<file path="config.mk">
export PLATFORM = sky130hd
export DESIGN_NAME = grm_ctrl
export DESIGN_NICKNAME = d
export VERILOG_FILES = /design/src/design/grm_pkg.sv /design/src/design/grm_ctrl.sv
export SDC_FILE = /design/constraint.sdc
export NUM_CORES = 1
export LEC_CHECK = 0
export ABC_AREA = 1
export BUFFER_PORTS_ARGS = -buffer_cell sky130_fd_sc_hd__buf_4
export CAP_MARGIN = 20
export CORE_AREA = 2 2 39 41
export DETAILED_ROUTE_END_ITERATION = 8
export DIE_AREA = 0 0 41 43
export GPL_TIMING_DRIVEN = 0
export PLACE_DENSITY = 0.7
export SYNTH_ARGS = -nofsm -noshare
export SYNTH_HDL_FRONTEND = slang
export SYNTH_SLANG_ARGS = --single-unit
</file>
<file path="constraint.sdc">
create_clock -name i_clk -period 1.5 [get_ports i_clk]
set_input_delay 0.375 -clock i_clk [delete_from_list [all_inputs] [get_ports i_clk]]
set_output_delay 0.375 -clock i_clk [all_outputs]
set_load 0.05 [all_outputs]
</file>
<file path="src/design/grm_pkg.sv">
`timescale 1ns / 1ps
// Shared constants, item and control types of the graph reachability marker.
package grm_pkg;

    // Graph size
    localparam int NODE_COUNT  = 1024;
    localparam int CHILD_SLOTS = 8;

    // Field widths of the items
    localparam int CMD_W   = 3;
    localparam int NODE_W  = 10;
    localparam int SLOT_W  = 3;
    localparam int COUNT_W = 11;

    // Derived storage widths
    localparam int TBL_DEPTH = NODE_COUNT * CHILD_SLOTS;
    localparam int TBL_AW    = $clog2(TBL_DEPTH);
    localparam int VIS_AW    = $clog2(NODE_COUNT);
    localparam int TSLOT_W   = $clog2(CHILD_SLOTS + 1);  // next slot, may reach CHILD_SLOTS
    localparam int DEPTH_W   = $clog2(NODE_COUNT + 1);

    // Command codes
    localparam logic [CMD_W-1:0] CMD_WRITE = 3'd0;
    localparam logic [CMD_W-1:0] CMD_CLEAR = 3'd1;
    localparam logic [CMD_W-1:0] CMD_MARK  = 3'd2;
    localparam logic [CMD_W-1:0] CMD_READ  = 3'd3;
    localparam logic [CMD_W-1:0] CMD_MERGE = 3'd4;

    typedef struct packed {
        logic [CMD_W-1:0]  command;
        logic [NODE_W-1:0] node_id;
        logic [SLOT_W-1:0] slot_index;
        logic [NODE_W-1:0] child_id;
        logic              merge_bit;
    } t_in_item;

    typedef struct packed {
        logic               visited_bit;
        logic [COUNT_W-1:0] newly_marked;
    } t_out_item;

    // One walk stack entry: node and the next slot to scan
    typedef struct packed {
        logic [NODE_W-1:0]  node;
        logic [TSLOT_W-1:0] slot;
    } t_stk_entry;

    // Datapath operations issued by the controller
    typedef enum logic [3:0] {
        OP_NONE,
        OP_LOAD,
        OP_SWEEP_ALL,
        OP_SWEEP_VIS,
        OP_LOOK,
        OP_WRITE,
        OP_LOOK_RES,
        OP_ROOT,
        OP_FETCH,
        OP_CHILD,
        OP_VISIT,
        OP_POP,
        OP_POP_LOAD,
        OP_RESULT
    } t_dp_op;

    // Datapath status seen by the controller
    typedef struct packed {
        logic [CMD_W-1:0] cmd;
        logic             node_ok;
        logic             sweep_all_last;
        logic             sweep_vis_last;
        logic             slot_end;
        logic             child_zero;
        logic             child_ok;
        logic             depth_one;
    } t_dp_stat;

    function automatic logic [TBL_AW-1:0] tbl_addr(input logic [NODE_W-1:0]  node,
                                                   input logic [TSLOT_W-1:0] slot);
        tbl_addr = TBL_AW'(32'(node) * CHILD_SLOTS + 32'(slot));
    endfunction

endpackage

</file>
<file path="src/design/grm_ctrl.sv">
`timescale 1ns / 1ps
// Controller state machine of the graph reachability marker.
module grm_ctrl (
    input  logic              i_clk,
    input  logic              i_rst_n,
    input  logic              i_in_valid,
    output logic              o_in_stall,
    output logic              o_out_valid,
    input  logic              i_out_stall,
    input  grm_pkg::t_dp_stat i_stat,
    output grm_pkg::t_dp_op   o_op
);

    typedef enum logic [3:0] {
        S_INIT,
        S_IDLE,
        S_START,
        S_CLEAR,
        S_LOOK_RES,
        S_ROOT,
        S_FETCH,
        S_CHILD,
        S_VISIT,
        S_POP_LOAD,
        S_DONE
    } t_state;

    t_state r_state, n_state;
    logic   r_out_valid, n_out_valid;

    always_comb begin
        n_state     = r_state;
        n_out_valid = r_out_valid;
        o_op        = grm_pkg::OP_NONE;
        if (r_out_valid && !i_out_stall) begin
            n_out_valid = 1'b0;
        end
        unique case (r_state)
            S_INIT: begin
                o_op = grm_pkg::OP_SWEEP_ALL;
                if (i_stat.sweep_all_last) begin
                    n_state = S_IDLE;
                end
            end
            S_IDLE: begin
                if (i_in_valid) begin
                    o_op    = grm_pkg::OP_LOAD;
                    n_state = S_START;
                end
            end
            S_START: begin
                if (!i_stat.node_ok) begin
                    n_state = S_DONE;
                end else begin
                    unique case (i_stat.cmd)
                        grm_pkg::CMD_WRITE: begin
                            o_op    = grm_pkg::OP_WRITE;
                            n_state = S_LOOK_RES;
                        end
                        grm_pkg::CMD_CLEAR: begin
                            n_state = S_CLEAR;
                        end
                        grm_pkg::CMD_MARK: begin
                            o_op    = grm_pkg::OP_LOOK;
                            n_state = S_ROOT;
                        end
                        default: begin
                            // read, merge and unknown codes look up the bit; a merge may also set it
                            o_op    = grm_pkg::OP_LOOK;
                            n_state = S_LOOK_RES;
                        end
                    endcase
                end
            end
            S_CLEAR: begin
                o_op = grm_pkg::OP_SWEEP_VIS;
                if (i_stat.sweep_vis_last) begin
                    n_state = S_DONE;
                end
            end
            S_LOOK_RES: begin
                o_op    = grm_pkg::OP_LOOK_RES;
                n_state = S_DONE;
            end
            S_ROOT: begin
                o_op    = grm_pkg::OP_ROOT;
                n_state = S_FETCH;
            end
            S_FETCH: begin
                if (i_stat.slot_end) begin
                    if (i_stat.depth_one) begin
                        n_state = S_DONE;
                    end else begin
                        o_op    = grm_pkg::OP_POP;
                        n_state = S_POP_LOAD;
                    end
                end else begin
                    o_op    = grm_pkg::OP_FETCH;
                    n_state = S_CHILD;
                end
            end
            S_CHILD: begin
                if (i_stat.child_zero) begin
                    if (i_stat.depth_one) begin
                        n_state = S_DONE;
                    end else begin
                        o_op    = grm_pkg::OP_POP;
                        n_state = S_POP_LOAD;
                    end
                end else begin
                    o_op    = grm_pkg::OP_CHILD;
                    n_state = i_stat.child_ok ? S_VISIT : S_FETCH;
                end
            end
            S_VISIT: begin
                o_op    = grm_pkg::OP_VISIT;
                n_state = S_FETCH;
            end
            S_POP_LOAD: begin
                o_op    = grm_pkg::OP_POP_LOAD;
                n_state = S_FETCH;
            end
            S_DONE: begin
                if (!r_out_valid || !i_out_stall) begin
                    o_op        = grm_pkg::OP_RESULT;
                    n_out_valid = 1'b1;
                    n_state     = S_IDLE;
                end
            end
            default: begin
                n_state = S_INIT;
            end
        endcase
    end

    always_ff @(posedge i_clk) begin
        if (!i_rst_n) begin
            r_state     <= S_INIT;
            r_out_valid <= 1'b0;
        end else begin
            r_state     <= n_state;
            r_out_valid <= n_out_valid;
        end
    end

    assign o_in_stall  = (r_state != S_IDLE);
    assign o_out_valid = r_out_valid;

`ifndef SYNTHESIS
    a_accept_leaves_idle: assert property (@(posedge i_clk) disable iff (!i_rst_n)
        (i_in_valid && !o_in_stall) |=> (r_state != S_IDLE))
        else $error("accepted item did not start work");

    a_result_from_done: assert property (@(posedge i_clk) disable iff (!i_rst_n)
        (r_out_valid && !$past(r_out_valid)) |-> ($past(r_state) == S_DONE))
        else $error("result raised outside the done state");
`endif

endmodule

</file>
==> run summary, run 1 <==
status - finished, violations left
failing checks - setup timing
reg-to-reg slack, setup - 0.15 ns
Layout Nets - 156
vias in the first global route - 691
Vias - 805
worst path cell trace - nand2_4, nor2_1, nand2_1, nand2_1, nor3_2, nand3_2, buf_8
post-synthesis sequential area ratio - 17.6%
root buf cell - clkbuf_4
clk sinks - 5
port bufs - 19
Initial DRC Count - 25
TritonCTS clock tree - done
RD Place Congestion - 0.859
Crit path max-delay family - simple AND/OR/NAND/NOR gates
Final Non-Filler Cells - 157
setup violators final - 5
routed vias/inst - 5.13
final wirelength - 1870 µm
post-route ant nets - 0
LEAKAGE - 0.000495 µW
placed cell areas - 779 µm²
CP Capture Type - output pin
row cnt - 14
pin count of the biggest net entering global routing - 7
dpl cells - 148
Crit path largest cell delay - 0.42 ns
critical path depth - 7
ANT cells - 0
total gr overflow - 0
Final min period - 1.80 ns
worst-path fanout max - 6
htree depth - 1
worst slew pin tran - 0.232 ns
CP Launch Point - r_state[1]
initial antenna violation count - 0
First-pass DRT Iterations - 4
Final Cell Area - 950 µm²
drt wl/cell - 11.9 µm
synth warn - 0
Min Hold Slack - 0.414 ns
effective utilization at floorplan - 41.0%
r2r worst-path depth - 7
post-layout util - 68.6%
most common cell after layout, fill and taps aside - nand2_1
Worst slew margin - 84.4%
core area - 1380 µm²
VDD IR max - 0.985 mV
post-synthesis area per instance - 5.03 µm²
RSZ-0062 raised after global routing - yes
Die X-Extent - 41 µm
worst min-delay path class - input pin to register
DP Worst Slack - -0.127 ns
Worst Setup EP - o_op[0]
fin crit share - 120%
clock transition at the registers of the reported paths - 0.04 ns
max_cap viols - 0
Fin. Hold Viols - 0
post-synthesis cell type count - 17
first-pass GRT wire length - 2920 µm
Worst Path Arrival - 1.43 ns
TritonCTS buffer count - 3
clk_skew - 0.000401 ns
GRT Total Usage - 23.9%
drt drc - 0
Layout area overhead - 67.2%
reg-to-reg startpoint - r_state[0]
I/O Pins - 20
die area - 1760 µm²
Critical Path Most Common Cell - nand2_1
Final HPWL DP - 1370 µm
Max Freq - 0.555 GHz
die height - 43 µm
clk buf depth - 2
Syn Nets - 127
leading cell types in the layout, fill and taps excluded - nand2_1, buf_4, inv_1
Final Worst Setup Slack - -0.303 ns
cells after synthesis - 113
share of cells above drive strength 1 - 46.8%
clk_lat worst skew - 0.24 ns
WP data required - 1.12 ns
R2R Path End - r_state[1]
buffers and inverters on the worst path - 1
Startpoint Class - register
Post-Syn Area - 568 µm²
FF+latch count, synth - 5
power density cells - 1800 nW/µm²
Pins Over Slew Limit - 0
slowest CP cell - dfxtp_4
Crit Path Class - register to output pin
-- stage by stage --
stage	total power, µW	setup TNS, ns
finish	1710	-1.25
global route	1830	-1.58
CTS	1590	-1.13
detailed placement	1250	-0.308
global placement	1240	-0.308
floorplan	986	-0.0501
-- cell type report --
class / instances / area, µm²
multi-input cells: 88 / 495
fillers: 142 / 434
repair buffers: 24 / 206
flip-flops and latches: 5 / 119
inverters: 20 / 82.6
clock buffers: 4 / 26.3
well taps: 16 / 20.0
-- tightest hold or removal path: stages --
cell and delay, ns:
buf_4 0.11, nand2_2 0.07, a21oi_1 0.06
-- registers in the layout, summed over array words and instances (netlist names) --
signal,count
o_out_valid,1
r_state,4
-- Yosys cell counts --
library cell	count	area share, %
dfxtp_1	5	18
and3_1	1	1.1
a21oi_2	1	1.5
o21ai_0	1	0.88
o21ai_2	1	1.5
inv_1	17	11
nor2_1	13	8.6
a31oi_1	1	1.1
inv_2	3	2.0
nand4_1	3	3.3
o21ai_1	3	2.6
nor3_1	2	1.8
nand2_1	42	28
a21oi_1	4	3.5
a211oi_1	1	1.3
nand3_1	11	9.7
nor2_2	4	4.4
-- how the worst min path moves through the flow --
stage                 from          end  slack, ns  cells past startpoint
6_report       i_out_stall  o_out_valid       0.41                      3
5_1_grt        i_out_stall  o_out_valid       0.42                      3
4_1_cts        i_out_stall  o_out_valid       0.41                      3
3_5_place_dp   o_out_valid  o_out_valid       0.49                      2
3_3_place_gp   o_out_valid  o_out_valid       0.49                      2
2_1_floorplan   r_state[1]   r_state[1]       0.53                      2
-- routing by layer --
layer | wire length (µm) | track usage [%] | vias up | part of all wire (%)
met5 | 0 | 0 | - | 0
met4 | 40 | 4.67 | 0 | 2.1
met3 | 122 | 7.33 | 4 | 6.5
met2 | 946 | 37.2 | 31 | 51
met1 | 759 | 31.6 | 354 | 41
li1 | - | - | 416 | -
-- cell families (layout without fill, tap and decap cells) --
| kind of cell | Yosys count | after routing | synth area share [%] |
|---|---|---|---|
| AO/OA/AOI/OAI | 12 | 12 | 12.6 |
| flip-flops | 5 | 5 | 17.6 |
| buffers and inverters | 20 | 48 | 13.2 |
| AND/OR/NAND/NOR | 76 | 76 | 56.6 |
-- power breakdown --
part	switching [µW]	internal (µW)	total, µW	leakage, µW
logic	766	494	1260	0.000435
registers	103	190	293	0.0000444
clock network	58.3	101	159	0.0000150
total	928	785	1710	0.000495
-- what timing repair did --
| action | in CTS | in global routing |
|---|---|---|
| endpoints found under the setup margin | 5 | 5 |
| hold buffers | 0 | 0 |
| resized for setup | 21 | 10 |
| pin swaps | 6 | 6 |
| buffers inserted | 3 | 2 |
| endpoints found under the hold margin | 0 | 0 |
Power figures use the tool's default switching activity.
==> run 2, diff against run 1 <==
--- a/config.mk
+++ b/config.mk
@@ -7,12 +7,12 @@
 export LEC_CHECK = 0
 export ABC_AREA = 1
 export BUFFER_PORTS_ARGS = -buffer_cell sky130_fd_sc_hd__buf_4
-export CAP_MARGIN = 20
-export CORE_AREA = 2 2 39 41
+export CELL_PAD_IN_SITES_DETAIL_PLACEMENT = 1
+export CELL_PAD_IN_SITES_GLOBAL_PLACEMENT = 2
+export CORE_UTILIZATION = 21
 export DETAILED_ROUTE_END_ITERATION = 8
-export DIE_AREA = 0 0 41 43
 export GPL_TIMING_DRIVEN = 0
-export PLACE_DENSITY = 0.7
+export PLACE_DENSITY_LB_ADDON = 0.1
 export SYNTH_ARGS = -nofsm -noshare
 export SYNTH_HDL_FRONTEND = slang
 export SYNTH_SLANG_ARGS = --single-unit
==> run 2 against run 1 <==
  * The run still ends with setup timing left
  * Flip-flop and latch count did not move
  * Clock skew rose by 0.0045 ns
  * Clock power barely moved
  * Cell area rose by 9.5%
  * Largest power group unchanged
  * Critical endpoint unchanged
  * First-iteration DRC count fell by 76%
  * Die area rose by 65%
==> run summary, run 2 (same netlist as run 1, synthesis figures left out) <==
ANT cells - 0
Layout area overhead - 83.0%
TritonCTS buffer count - 3
hold buffers post-CTS - 0
Startpoint Class - register
effective utilization at floorplan - 22.5%
Vias - 834
PnR Total Power - 1730 µW
VDD IR max - 0.866 mV
Largest register FFs - 4
filler instances - 352
setup TNS - -1.00 ns
worst-path fanout max - 4
drt drc - 0
Final Worst Setup Slack - -0.272 ns
die area - 2920 µm²
max_cap viols - 0
Pins Over Slew Limit - 0
clk_skew - 0.00487 ns
R2R Path End - r_state[3]
clk_lat worst skew - 0.24 ns
clk buf depth - 2
fin crit share - 118%
Final Cell Area - 1040 µm²
power density cells - 1660 nW/µm²
WP data required - 1.12 ns
CP Capture Type - output pin
Critical Path Most Common Cell - nand3_2
buffers and inverters on the worst path - 2
htree depth - 1
First-pass DRT Iterations - 4
routed vias/inst - 4.77
clock transition at the registers of the reported paths - 0.05 ns
Crit path largest cell delay - 0.39 ns
status - finished, violations left
clk sinks - 5
Final min period - 1.77 ns
Fin. Hold Viols - 0
Worst Path Arrival - 1.40 ns
register with the highest flop count - r_state
leading cell types in the layout, fill and taps excluded - nand2_1, buf_4, inv_1
drt wl/cell - 12.4 µm
worst path cell trace - inv_4, nand2_4, nor2_4, nand3_2, nand2_2, nor3_2, nand3_2, buf_8
root buf cell - clkbuf_4
I/O Pins - 20
r2r worst-path depth - 10
Initial DRC Count - 6
worst min-delay path class - input pin to register
Crit Path Class - register to output pin
pin count of the biggest net entering global routing - 7
Crit path max-delay family - simple AND/OR/NAND/NOR gates
RD Place Congestion - 0.788
Hold EP - o_out_valid
total gr overflow - 0
reg-to-reg slack, setup - 0.10 ns
most common cell after layout, fill and taps aside - nand2_1
setup violators final - 5
Final HPWL DP - 1800 µm
reg-to-reg startpoint - r_state[3]
Layout Nets - 160
slowest CP cell - dfxtp_4
failing checks - setup timing
Min Hold Slack - 0.426 ns
row cnt - 18
worst slew pin tran - 0.231 ns
CP Launch Point - r_state[0]
vias in the first global route - 805
die height - 54.0 µm
LEAKAGE - 0.000525 µW
post-route ant nets - 0
hold path cells - 3
TritonCTS clock tree - done
final wirelength - 2170 µm
Max Freq - 0.564 GHz
placed cell areas - 797 µm²
RSZ-0062 raised after global routing - yes
first-pass GRT wire length - 3480 µm
port bufs - 19
Worst slew margin - 84.5%
Die X-Extent - 54.0 µm
initial antenna violation count - 0
GRT Total Usage - 16.6%
DP Worst Slack - -0.218 ns
share of cells above drive strength 1 - 54.5%
core area - 2520 µm²
hold_sp - i_out_stall
## run 2: how the worst max path moves through the flow
| stage | endpoint | cells past startpoint |
|---|---|---|
| floorplan | o_op[3] | 5 |
| global placement | o_op[0] | 8 |
| detailed placement | o_op[0] | 7 |
| CTS | o_op[0] | 7 |
| global route | o_op[0] | 8 |
| finish | o_op[0] | 8 |
## run 2: stage by stage
step,utilization (%),std cells
after global placement,31.6,162
after floorplan,-,113
final,41.2,175
after global routing,41.2,175
after detailed placement,31.6,162
after CTS,38.0,170
## run 2: cell type report
cell class	count	area [µm²]	area share [%]
Clock buffer	4	26.3	2.53
Timing Repair Buffer	28	236	22.7
Multi-Input combinational cell	88	536	51.5
Tap cell	30	37.5	3.61
Sequential cell	5	119	11.4
Inverter	20	85.1	8.18
## run 2: worst min-delay path: cells and delay by family
| family | cells | cell delay, ns |
|---|---|---|
| buffers and inverters | 1 | 0.11 |
| AO/OA/AOI/OAI | 1 | 0.06 |
| AND/OR/NAND/NOR | 1 | 0.08 |
## run 2: repair_timing
action | CTS | global route
pin swaps | 13 | 11
setup endpoints to repair | 5 | 5
resized for setup | 32 | 12
setup buffers | 4 | 5
## run 2: layer usage
layer	vias up	share of wire [%]	wire (µm)	track usage, %
met5	-	0	0	0
met4	0	0.51	11	0.855
met3	2	4.0	87	4.24
met2	16	52	1120	29.4
met1	396	44	952	20.9
li1	420	-	-	-
## run 2: report_power, final
group / internal, µW / switching, µW
combinational: 487 / 790
sequential: 190 / 103
clock: 101 / 55.1
